`config.mk`:
```
export PLATFORM = sky130hd
export DESIGN_NAME = brace_matcher_line_report
export DESIGN_NICKNAME = d
export VERILOG_FILES = /design/src/hdl/bml_pkg.sv /design/src/hdl/bml_ram.sv /design/src/hdl/bml_ctrl.sv /design/src/hdl/bml_dp.sv /design/src/hdl/brace_matcher_line_report.sv
export VERILOG_INCLUDE_DIRS = /design/src /design/src/hdl
export SDC_FILE = /design/constraint.sdc
export NUM_CORES = 1
export LEC_CHECK = 0
export BUFFER_PORTS_ARGS = -buffer_cell sky130_fd_sc_hd__buf_2
export CORE_MARGIN = 5
export CORE_UTILIZATION = 60
export DETAILED_ROUTE_END_ITERATION = 8
export HOLD_SLACK_MARGIN = 0.08
export PLACE_DENSITY = 0.77
export SLEW_MARGIN = 10
export SYNTH_ARGS = -nofsm -noshare
export SYNTH_HDL_FRONTEND = slang
export SYNTH_SLANG_ARGS = --single-unit
```
`constraint.sdc`:
```
create_clock -name clk -period 6 [get_ports clk]
set_clock_uncertainty 0.05 [all_clocks]
set_input_delay 0.6 -clock clk [delete_from_list [all_inputs] [get_ports clk]]
set_output_delay 0.6 -clock clk [all_outputs]
set_load 0.005 [all_outputs]
```
`src/hdl/brace_matcher_line_report_defines.svh`:
```
// Assertion macros shared by the brace matcher RTL.
`ifndef BRACE_MATCHER_LINE_REPORT_DEFINES_SVH
`define BRACE_MATCHER_LINE_REPORT_DEFINES_SVH

// Consequent must hold in the same cycle as the antecedent.
`define BML_ASSERT_NOW(label, clk, rst, ante, cons, msg) \
  label: assert property (@(posedge clk) disable iff (rst) (ante) |-> (cons)) else $error(msg);

// Consequent must hold in the cycle after the antecedent.
`define BML_ASSERT_NEXT(label, clk, rst, ante, cons, msg) \
  label: assert property (@(posedge clk) disable iff (rst) (ante) |=> (cons)) else $error(msg);

`endif

```
`src/hdl/bml_pkg.sv`:
```
// Package with types, constants and sizes of the brace matcher.
`default_nettype none

package bml_pkg;

  localparam int STACK_DEPTH = 16;
  localparam int LINE_W      = 16;
  localparam int DEPTH_W     = $clog2(STACK_DEPTH + 1);
  localparam int ADDR_W      = $clog2(STACK_DEPTH);

  localparam logic       CMD_TEXT   = 1'b0;
  localparam logic       CMD_FINISH = 1'b1;

  localparam logic [7:0] CHAR_OPEN  = 8'h7B;
  localparam logic [7:0] CHAR_CLOSE = 8'h7D;

  localparam logic [1:0] KIND_OPEN    = 2'd0;
  localparam logic [1:0] KIND_CLOSE   = 2'd1;
  localparam logic [1:0] KIND_VERDICT = 2'd2;

  typedef struct packed {
    logic              cmd;
    logic [7:0]        ch;
    logic [LINE_W-1:0] line_no;
  } bml_in_t;

  typedef struct packed {
    logic [1:0]        kind;
    logic [LINE_W-1:0] line_no_out;
    logic              valid_res;
    logic              overflowed;
    logic              last;
  } bml_out_t;

  typedef struct packed {
    logic text_take;
    logic pop_open;
    logic pop_close;
    logic load_line;
    logic load_verdict;
  } bml_cmd_t;

  typedef struct packed {
    logic open_empty;
    logic close_empty;
    logic out_free;
  } bml_status_t;

endpackage

`default_nettype wire

```
`src/hdl/bml_ram.sv`:
```
// Generic single-write, single-read RAM with registered read data.
`default_nettype none

module bml_ram #(
  parameter int WIDTH = 16,
  parameter int DEPTH = 16
) (
  input  wire logic                     clk,
  input  wire logic                     wr_en,
  input  wire logic [$clog2(DEPTH)-1:0] wr_addr,
  input  wire logic [WIDTH-1:0]         wr_data,
  input  wire logic                     rd_en,
  input  wire logic [$clog2(DEPTH)-1:0] rd_addr,
  output logic      [WIDTH-1:0]         rd_data
);

  logic [WIDTH-1:0] mem [DEPTH];

  always_ff @(posedge clk) begin
    if (wr_en) begin
      mem[wr_addr] <= wr_data;
    end
    if (rd_en) begin
      rd_data <= mem[rd_addr];
    end
  end

endmodule

`default_nettype wire

```
`src/hdl/bml_ctrl.sv`:
```
// Controller state machine: text intake and the report drain sequence.
`default_nettype none

module bml_ctrl (
  input  wire logic                clk,
  input  wire logic                rst,
  input  wire logic                in_valid,
  output logic                     in_ready,
  input  wire logic                in_cmd,
  input  wire bml_pkg::bml_status_t status,
  output bml_pkg::bml_cmd_t        cmd
);

  typedef enum logic [1:0] {
    S_IDLE,
    S_PICK,
    S_EMIT,
    S_VERDICT
  } state_t;

  state_t state;
  state_t state_next;
  logic   accept;

  assign in_ready = (state == S_IDLE);
  assign accept   = in_valid && in_ready;

  always_comb begin
    state_next        = state;
    cmd               = '0;
    cmd.text_take     = accept && (in_cmd == bml_pkg::CMD_TEXT);
    case (state)
      S_IDLE: begin
        if (accept && (in_cmd == bml_pkg::CMD_FINISH)) begin
          state_next = S_PICK;
        end
      end
      S_PICK: begin
        // Open lines are reported before close lines, each from the top down.
        if (!status.open_empty) begin
          cmd.pop_open = 1'b1;
          state_next   = S_EMIT;
        end else if (!status.close_empty) begin
          cmd.pop_close = 1'b1;
          state_next    = S_EMIT;
        end else begin
          state_next = S_VERDICT;
        end
      end
      S_EMIT: begin
        if (status.out_free) begin
          cmd.load_line = 1'b1;
          state_next    = S_PICK;
        end
      end
      S_VERDICT: begin
        if (status.out_free) begin
          cmd.load_verdict = 1'b1;
          state_next       = S_IDLE;
        end
      end
      default: begin
        state_next = S_IDLE;
      end
    endcase
  end

  always_ff @(posedge clk) begin
    if (rst) begin
      state <= S_IDLE;
    end else begin
      state <= state_next;
    end
  end

endmodule

`default_nettype wire

```
`src/hdl/bml_dp.sv`:
```
// Datapath: the two line stacks, their depths, the overflow flag and the result register.
`default_nettype none

module bml_dp (
  input  wire logic                 clk,
  input  wire logic                 rst,
  input  wire bml_pkg::bml_in_t     in_item,
  input  wire bml_pkg::bml_cmd_t    cmd,
  output bml_pkg::bml_status_t      status,
  output logic                      out_valid,
  input  wire logic                 out_ready,
  output bml_pkg::bml_out_t         out_item
);

  logic [bml_pkg::DEPTH_W-1:0] open_depth;
  logic [bml_pkg::DEPTH_W-1:0] open_depth_next;
  logic [bml_pkg::DEPTH_W-1:0] close_depth;
  logic [bml_pkg::DEPTH_W-1:0] close_depth_next;
  logic [bml_pkg::DEPTH_W-1:0] open_top;
  logic [bml_pkg::DEPTH_W-1:0] close_top;
  logic                        overflow_flag;
  logic                        overflow_next;
  logic                        reported;
  logic                        is_open;
  logic                        is_close;
  logic                        open_full;
  logic                        close_full;
  logic                        open_empty;
  logic                        close_empty;
  logic                        open_wr;
  logic                        close_wr;
  logic [bml_pkg::LINE_W-1:0]  open_rd_data;
  logic [bml_pkg::LINE_W-1:0]  close_rd_data;
  logic [1:0]                  kind_sel;

  assign is_open     = (in_item.ch == bml_pkg::CHAR_OPEN);
  assign is_close    = (in_item.ch == bml_pkg::CHAR_CLOSE);
  assign open_full   = (open_depth >= bml_pkg::DEPTH_W'(bml_pkg::STACK_DEPTH));
  assign close_full  = (close_depth >= bml_pkg::DEPTH_W'(bml_pkg::STACK_DEPTH));
  assign open_empty  = (open_depth == '0);
  assign close_empty = (close_depth == '0);
  assign open_top    = open_depth - bml_pkg::DEPTH_W'(1);
  assign close_top   = close_depth - bml_pkg::DEPTH_W'(1);

  // A close brace lands on the close stack only when no open brace is waiting.
  assign open_wr  = cmd.text_take && is_open && !open_full;
  assign close_wr = cmd.text_take && is_close && open_empty && !close_full;

  assign status.open_empty  = open_empty;
  assign status.close_empty = close_empty;
  assign status.out_free    = !out_valid || out_ready;

  bml_ram #(
    .WIDTH(bml_pkg::LINE_W),
    .DEPTH(bml_pkg::STACK_DEPTH)
  ) u_open_ram (
    .clk    (clk),
    .wr_en  (open_wr),
    .wr_addr(open_depth[bml_pkg::ADDR_W-1:0]),
    .wr_data(in_item.line_no),
    .rd_en  (cmd.pop_open),
    .rd_addr(open_top[bml_pkg::ADDR_W-1:0]),
    .rd_data(open_rd_data)
  );

  bml_ram #(
    .WIDTH(bml_pkg::LINE_W),
    .DEPTH(bml_pkg::STACK_DEPTH)
  ) u_close_ram (
    .clk    (clk),
    .wr_en  (close_wr),
    .wr_addr(close_depth[bml_pkg::ADDR_W-1:0]),
    .wr_data(in_item.line_no),
    .rd_en  (cmd.pop_close),
    .rd_addr(close_top[bml_pkg::ADDR_W-1:0]),
    .rd_data(close_rd_data)
  );

  always_comb begin
    open_depth_next  = open_depth;
    close_depth_next = close_depth;
    overflow_next    = overflow_flag;
    if (cmd.text_take) begin
      if (is_open) begin
        if (open_full) begin
          overflow_next = 1'b1;
        end else begin
          open_depth_next = open_depth + bml_pkg::DEPTH_W'(1);
        end
      end else if (is_close) begin
        if (!open_empty) begin
          open_depth_next = open_top;
        end else if (close_full) begin
          overflow_next = 1'b1;
        end else begin
          close_depth_next = close_depth + bml_pkg::DEPTH_W'(1);
        end
      end
    end
    if (cmd.pop_open) begin
      open_depth_next = open_top;
    end
    if (cmd.pop_close) begin
      close_depth_next = close_top;
    end
    if (cmd.load_verdict) begin
      open_depth_next  = '0;
      close_depth_next = '0;
      overflow_next    = 1'b0;
    end
  end

  always_ff @(posedge clk) begin
    if (rst) begin
      open_depth    <= '0;
      close_depth   <= '0;
      overflow_flag <= 1'b0;
      reported      <= 1'b0;
      out_valid     <= 1'b0;
    end else begin
      open_depth    <= open_depth_next;
      close_depth   <= close_depth_next;
      overflow_flag <= overflow_next;
      // The stacks are drained by the time the verdict is loaded, so any pop
      // during this report marks the text as unbalanced.
      if (cmd.load_verdict) begin
        reported <= 1'b0;
      end else if (cmd.pop_open || cmd.pop_close) begin
        reported <= 1'b1;
      end
      if (cmd.load_line || cmd.load_verdict) begin
        out_valid <= 1'b1;
      end else if (out_ready) begin
        out_valid <= 1'b0;
      end
    end
  end

  always_ff @(posedge clk) begin
    if (cmd.pop_open) begin
      kind_sel <= bml_pkg::KIND_OPEN;
    end else if (cmd.pop_close) begin
      kind_sel <= bml_pkg::KIND_CLOSE;
    end
    if (cmd.load_line) begin
      out_item.kind        <= kind_sel;
      out_item.line_no_out <= (kind_sel == bml_pkg::KIND_OPEN) ? open_rd_data : close_rd_data;
      out_item.valid_res   <= 1'b0;
      out_item.overflowed  <= overflow_flag;
      out_item.last        <= 1'b0;
    end else if (cmd.load_verdict) begin
      out_item.kind        <= bml_pkg::KIND_VERDICT;
      out_item.line_no_out <= '0;
      out_item.valid_res   <= !reported && !overflow_flag;
      out_item.overflowed  <= overflow_flag;
      out_item.last        <= 1'b1;
    end
  end

endmodule

`default_nettype wire

```
`src/hdl/brace_matcher_line_report.sv`:
```
// Top level of the brace matcher: controller, datapath and checks.
//
// Input channel in_valid/in_ready/in_item carries one text character with its
// line number, or a finish command. Output channel out_valid/out_ready/out_item
// carries report results: unmatched open lines from the top of the stack down,
// then unmatched close lines likewise, then one verdict marked with last.
// While idle, a text character is taken in every cycle and produces nothing.
// A finish transfer starts a drain: S_PICK reads each reported line from the
// stack RAM, whose read data is registered, S_EMIT loads it into the result
// register, and once both stacks are empty S_VERDICT loads the verdict.
// in_ready is low from the finish transfer until the verdict is loaded;
// after that, text is accepted while the verdict still waits.
// Each stack holds 16 lines; a brace pushed onto a full stack is dropped and
// marks the text as overflowed, which makes the verdict invalid.
// Reset empties both stacks, clears the overflow flag and the output valid flag;
// stack contents are not cleared. If the receiver stalls, the result stays
// in the output register and the drain waits for it.
`default_nettype none

`include "brace_matcher_line_report_defines.svh"

module brace_matcher_line_report (
  input  wire logic              clk,
  input  wire logic              rst,
  input  wire logic              in_valid,
  output logic                   in_ready,
  input  wire bml_pkg::bml_in_t  in_item,
  output logic                   out_valid,
  input  wire logic              out_ready,
  output bml_pkg::bml_out_t      out_item
);

  bml_pkg::bml_cmd_t    cmd;
  bml_pkg::bml_status_t status;

  bml_ctrl u_ctrl (
    .clk     (clk),
    .rst     (rst),
    .in_valid(in_valid),
    .in_ready(in_ready),
    .in_cmd  (in_item.cmd),
    .status  (status),
    .cmd     (cmd)
  );

  bml_dp u_dp (
    .clk      (clk),
    .rst      (rst),
    .in_item  (in_item),
    .cmd      (cmd),
    .status   (status),
    .out_valid(out_valid),
    .out_ready(out_ready),
    .out_item (out_item)
  );

  `BML_ASSERT_NOW(a_pop_nonempty, clk, rst, cmd.pop_open || cmd.pop_close, (cmd.pop_open && !status.open_empty) || (cmd.pop_close && !status.close_empty), "pop from an empty stack")
  `BML_ASSERT_NOW(a_load_free, clk, rst, cmd.load_line || cmd.load_verdict, status.out_free, "result loaded over an untaken result")
  `BML_ASSERT_NEXT(a_finish_busy, clk, rst, in_valid && in_ready && (in_item.cmd == bml_pkg::CMD_FINISH), !in_ready, "input taken during a report drain")
  `BML_ASSERT_NEXT(a_verdict_clears, clk, rst, cmd.load_verdict, status.open_empty && status.close_empty && out_valid && out_item.last, "verdict did not close the report")

endmodule

`default_nettype wire
```
==> flow_metrics.py, run 1 <==
metrics = {
    "setup_path": {
        "endpoint_kind": "flip-flop",
        "worstPathArrival_ns": 3.74,
        "cpPeakStageDelay_ns": 0.91,
        "path_class": "reg -> reg",
        "reg2reg_from": "u_dp.open_depth[0]",
        "critPathLaunch": "u_dp.open_depth[0]",
        "cpMaxStageDelayCell": "ha_2",
        "path_max_fanout": 39,
        "worst_ep_required_time_ns": 6.22,
        "worstPathCellList": "inv_1 -> ha_2 -> mux4_2 -> nor2b_1 -> a211oi_1 -> a21oi_1",
        "start_kind": "flip-flop",
    },
    "final_layout": {
        "final_layout_size_suffix_gt1_share_pct": 25.62,
        "finalNetCount": 1210,
        "final_cell_mix": "563 x edfxtp_1, 128 x mux4_2, 53 x clkbuf_16",
        "fin_area_um2": 25280,
        "final_common_cell": "edfxtp_1",
        "n_fill_cell": 2343,
        "final_cells": 1721,
        "antennaDiodeCount": 0,
        "area_growth_pct": 11.35,
    },
    "timing": {
        "finalHoldViolations": 0,
        "slew_violations": 0,
        "min_period_over_period_pct": 58.58,
        "setup_viol": 0,
        "grt_setup_unrepaired": "no",
        "tightest_slew_ns": 1.042,
        "layout_setup_ws_ns": 2.485,
        "slew_headroom_pct": 30.53,
        "fin_crit_ns": 3.515,
        "fmax_mhz": 284.5,
        "tns_ns": 0,
    },
    "pwr": {
        "p_leak_nw": 7.982,
        "ir_drop_uv": 198.4,
        "power_density_nw_per_um2": 314.8,
    },
    "synth": {
        "yosysUniqueCellTypes": 54,
        "ys_async_sr_fraction_pct": 0,
        "seq_area_frac_synth_pct": 76.05,
        "synth_flop_cell": "edfxtp_1",
        "synth-edff-count": 563,
        "avgSynthCellArea_um2": 20.68,
        "synth_seq_cells": 581,
        "syn-cell-area_um2": 22700,
        "synth_cells": 1098,
        "synth_fp_nets": 1136,
        "yosys_warnings": 0,
    },
    "place": {
        "io_buffers": 51,
        "place_area_um2": 23570,
        "gp_congestion": 0.8472,
        "place_hpwl_mm": 27.66,
        "dp_slack_ns": 2.523,
        "numPlacedInstances": 1628,
    },
    "cts": {
        "cts-root-buf": "clkbuf_16",
        "numCtsBuffers": 53,
        "clkTransAtPathRegs_ns": 0.06,
        "cts_hold_buf": 0,
        "ctsResizeCount": 0,
        "clock_latency_ns": 0.57,
        "cts_tree": "built",
        "clockBufferDepth": 3,
        "cts_htree_levels": 2,
        "postCtsSetupBuffers": 0,
        "clock-sinks": 581,
    },
    "floorplanning": {
        "die_h_um": 204.5,
        "core_area_um2": 37490,
        "dieWidth_um": 204.5,
        "ioPinCount": 52,
        "start_util_pct": 60.56,
        "fp-row-count": 71,
        "die_area_um2": 41830,
    },
    "route": {
        "ant_nets": 0,
        "routed_wl_mm": 48.93,
        "drt_iter0_drc": 1282,
        "first_pass_iters": 5,
        "wl_per_cell_um": 28.43,
        "num_vias": 11019,
        "via_per_inst": 6.403,
        "drc": 0,
    },
    "global_route": {
        "grt_first_pass_wirelength_mm": 72.34,
        "grt_max_degree": 65,
        "grt_overflow_total": 0,
        "antenna_found_initial": 3,
        "grt_pass1_vias": 11040,
        "grt.total_usage_pct": 23.80,
    },
    "min_path": {
        "min_from": "rst",
        "hp-class": "in -> reg",
    },
    "status": {
        "status": "complete, no violations",
    },
    "run": {
        "maxCapViolations": 0,
    },
}
-- registers in the layout (all words and copies together) (netlist names), 2 cells and up --
signal and cells:
u_dp.u_close_ram.mem 256, u_dp.u_open_ram.mem 256, u_dp.out_item 21, u_dp.u_close_ram.rd_data 16
u_dp.u_open_ram.rd_data 16, u_dp.close_depth 5, u_dp.open_depth 5, u_ctrl.state 2
-- final cells by class --
class | count | area (um2) | area share [%]
flip-flops and latches | 581 | 17270 | 68.33
multi-input cells | 451 | 5181 | 20.49
clock buffers | 64 | 1418 | 5.607
well taps | 511 | 639.4 | 2.529
repair buffers | 76 | 442.9 | 1.752
clock inverters | 29 | 292.8 | 1.158
inverters | 9 | 33.78 | 0.1336
-- path summary, 6_finish.rpt --
kind                                endpoint  slack (ns)  cells after the start
setup / recovery  u_dp.u_open_ram.rd_data[7]        2.48                      6
hold / removal               u_ctrl.state[0]        0.20                      2
setup reg to reg  u_dp.u_open_ram.rd_data[7]        2.48                      6
hold reg to reg             u_dp.out_item[2]        0.40                      2
-- power by group --
part	switching, mW	leakage [nW]	total, mW	internal, mW
Clock	1.42	0.817	3.31	1.90
Combinational	0.119	1.95	0.159	0.0405
Sequential	0.0165	5.21	4.49	4.47
Total	1.55	7.98	7.96	6.41
-- per-stage QoR --
stage,power (mW),util (%),hold WS [ns]
2_1_floorplan,4.623,-,0.3845
3_3_place_gp,4.724,62.88,0.3795
3_5_place_dp,4.733,62.88,0.3933
4_1_cts,7.990,67.44,0.1753
5_1_grt,8.198,67.44,0.1906
6_report,7.959,67.44,0.1997
-- cells by family (layout without fill, tap and decap cells) --
family	count (synthesis)	count (layout)	synth area share (%)
simple gates	163	163	4.001
compound gates	90	90	2.629
fa+ha+maj	9	9	0.4960
flops	581	581	76.05
xor+xnor	8	8	0.4244
buf+inv	66	178	1.356
mux	181	181	15.04
-- metal layers --
| metal | GRT usage, % | part of all wire [%] |
|---|---|---|
| met1 | 36.45 | 40 |
| met2 | 36.03 | 47 |
| met3 | 5.097 | 10 |
| met4 | 6.126 | 2.6 |
| met5 | 0 | 0.055 |
-- cell usage after synthesis, types with 2 or more instances --
cell type    n  area share, %
nand3_1      7           0.15
nor3b_1      3          0.099
nor2_1      45           0.74
buf_4        3          0.099
a21oi_1     40           0.88
a21oi_2      2          0.077
nand3_2      2          0.088
and2_1      16           0.44
nor2b_1     37            1.0
a31oi_1      2          0.055
clkbuf_1    22           0.36
xnor2_1      5           0.19
buf_2       27           0.60
o31a_1       2          0.077
edfxtp_1   563             74
mux2i_1     51            2.2
dfxtp_1     18            1.6
nand2_1     21           0.35
buf_6        2          0.099
inv_1        8           0.13
mux4_2     128             13
mux2_1       2          0.099
a31o_1       2          0.077
ha_1         9           0.50
a21o_1       3          0.099
buf_1        3          0.050
and3_1       4           0.11
nand2b_1     5           0.14
nor3_1      10           0.22
a211oi_1    32            1.1
-- critical path, delay by kind of cell, from the launching register on --
kind	cells	cell delay, ns
fa+ha+maj	1	0.91
flops	1	0.82
compound gates	2	0.64
mux	1	0.40
buf+inv	1	0.20
simple gates	1	0.15
Power figures use the tool's default switching activity.
==> run 2, diff against run 1 <==
CORE_UTILIZATION = 56   (was 60)
PLACE_DENSITY = 0.75   (was 0.77)
clock period = 2.9 ns   (was 6 ns; I/O delays follow)
==> flow_metrics.py, run 2 (synthesized netlist as in run 1, its figures left out) <==
metrics = {
    "status": {
        "status": "complete, no violations",
    },
    "cts": {
        "numCtsBuffers": 54,
        "cts_htree_levels": 2,
        "clkTransAtPathRegs_ns": 0.06,
        "clockBufferDepth": 3,
        "ctsResizeCount": 0,
        "cts_hold_buf": 3,
        "clock-sinks": 581,
        "cts-root-buf": "clkbuf_16",
        "cts_tree": "built",
        "postCtsSetupBuffers": 0,
        "clock_latency_ns": 0.58,
    },
    "timing": {
        "tightest_slew_ns": 0.9477,
        "slew_violations": 0,
        "min_period_over_period_pct": 93.97,
        "whs_ns": 0.1262,
        "finalHoldViolations": 0,
        "slew_headroom_pct": 36.73,
        "fin_crit_ns": 2.725,
        "setup_viol": 0,
        "fmax_mhz": 366.9,
        "grt_setup_unrepaired": "no",
    },
    "route": {
        "wl_per_cell_um": 26.49,
        "routed_wl_mm": 47.42,
        "ant_nets": 0,
        "drt_iter0_drc": 1332,
        "drc": 0,
        "via_per_inst": 6.141,
        "num_vias": 10993,
        "first_pass_iters": 5,
    },
    "pwr": {
        "p_leak_nw": 8.252,
        "ir_drop_uv": 435.0,
        "power_density_nw_per_um2": 633.8,
    },
    "setup_path": {
        "worst_ep_required_time_ns": 3.17,
        "path_max_fanout": 28,
        "worstPathArrival_ns": 2.99,
        "endpoint_kind": "flip-flop",
        "path_class": "reg -> reg",
        "start_kind": "flip-flop",
    },
    "final_layout": {
        "n_fill_cell": 2593,
        "reg.largest.list": "u_dp.u_close_ram.mem x256, u_dp.u_open_ram.mem x256, u_dp.out_item x21",
        "final_cell_mix": "563 x edfxtp_1, 128 x mux4_2, 61 x buf_4",
        "final_layout_size_suffix_gt1_share_pct": 27.77,
        "area_growth_pct": 13.25,
        "finalNetCount": 1256,
        "final_cells": 1790,
        "final_common_cell": "edfxtp_1",
    },
    "floorplanning": {
        "start_util_pct": 56.88,
        "fp-row-count": 73,
        "dieWidth_um": 211.4,
        "ioPinCount": 52,
        "die_h_um": 211.4,
        "die_area_um2": 44670,
        "core_area_um2": 39910,
    },
    "place": {
        "gp_congestion": 0.8555,
        "io_buffers": 51,
        "numPlacedInstances": 1684,
        "place_hpwl_mm": 28.25,
    },
    "global_route": {
        "grt_first_pass_wirelength_mm": 70.93,
        "antenna_found_initial": 0,
        "grt_pass1_vias": 10997,
        "grt_max_degree": 71,
        "grt_overflow_total": 0,
        "grt.total_usage_pct": 21.53,
    },
    "run": {
        "maxCapViolations": 0,
    },
    "min_path": {
        "hp-class": "in -> reg",
    },
}
[run 2: cell type report]
cell class,instances,area [um2],share of cell area (%)
diodes,1,2.502,0.009732
clock inverters,23,126.4,0.4915
well taps,525,656.9,2.555
flip-flops and latches,581,17270,67.18
inverters,9,33.78,0.1314
multi-input cells,451,5197,20.21
clock buffers,79,1559,6.063
repair buffers,121,863.3,3.358
[run 2: metrics by stage]
stage               worst slack [ns]  total power, mW  instance area (um2)  setup TNS, ns  util [%]
floorplan                    -0.2058            9.564                22750         -28.49         -
global placement              0.2290            9.784                24000              0     60.12
detailed placement            0.2131            9.803                24000              0     60.12
CTS                           0.2084            16.40                25710              0     64.41
global route                 0.04399            16.81                25710              0     64.41
finish                        0.1747            16.30                25710              0     64.42
[run 2: worst paths after layout]
path         slack [ns]  cells after the start                from                    endpoint
max reg2reg        0.17                      7  u_dp.open_depth[1]  u_dp.u_open_ram.rd_data[9]
min                0.13                      5         in_item[17]          u_dp.overflow_flag
max                0.17                      7  u_dp.open_depth[1]  u_dp.u_open_ram.rd_data[9]
min reg2reg        0.42                      1    u_dp.out_item[0]            u_dp.out_item[0]
[run 2: routing by layer]
metal  GRT usage (%)  vias to the layer above  share of wire, %
met1           33.22                     5728                42
li1                -                     4739                 -
met5               0                        -                 0
met4           4.642                        0               1.7
met2           33.39                      474                48
met3           3.601                       52               8.0
[run 2: worst max-delay path, cell delays in order (launching register included)]
cell and delay [ns]:
dfxtp_1 0.44, inv_1 0.12, ha_1 0.29, xor2_4 0.20
buf_4 0.39, mux4_2 0.38, mux2i_1 0.45, a21oi_1 0.13
[run 2: power breakdown]
part	internal, mW	total [mW]	switching, mW
sequential	9.25	9.28	0.0307
clock	3.80	6.67	2.87
combinational	0.0929	0.349	0.257
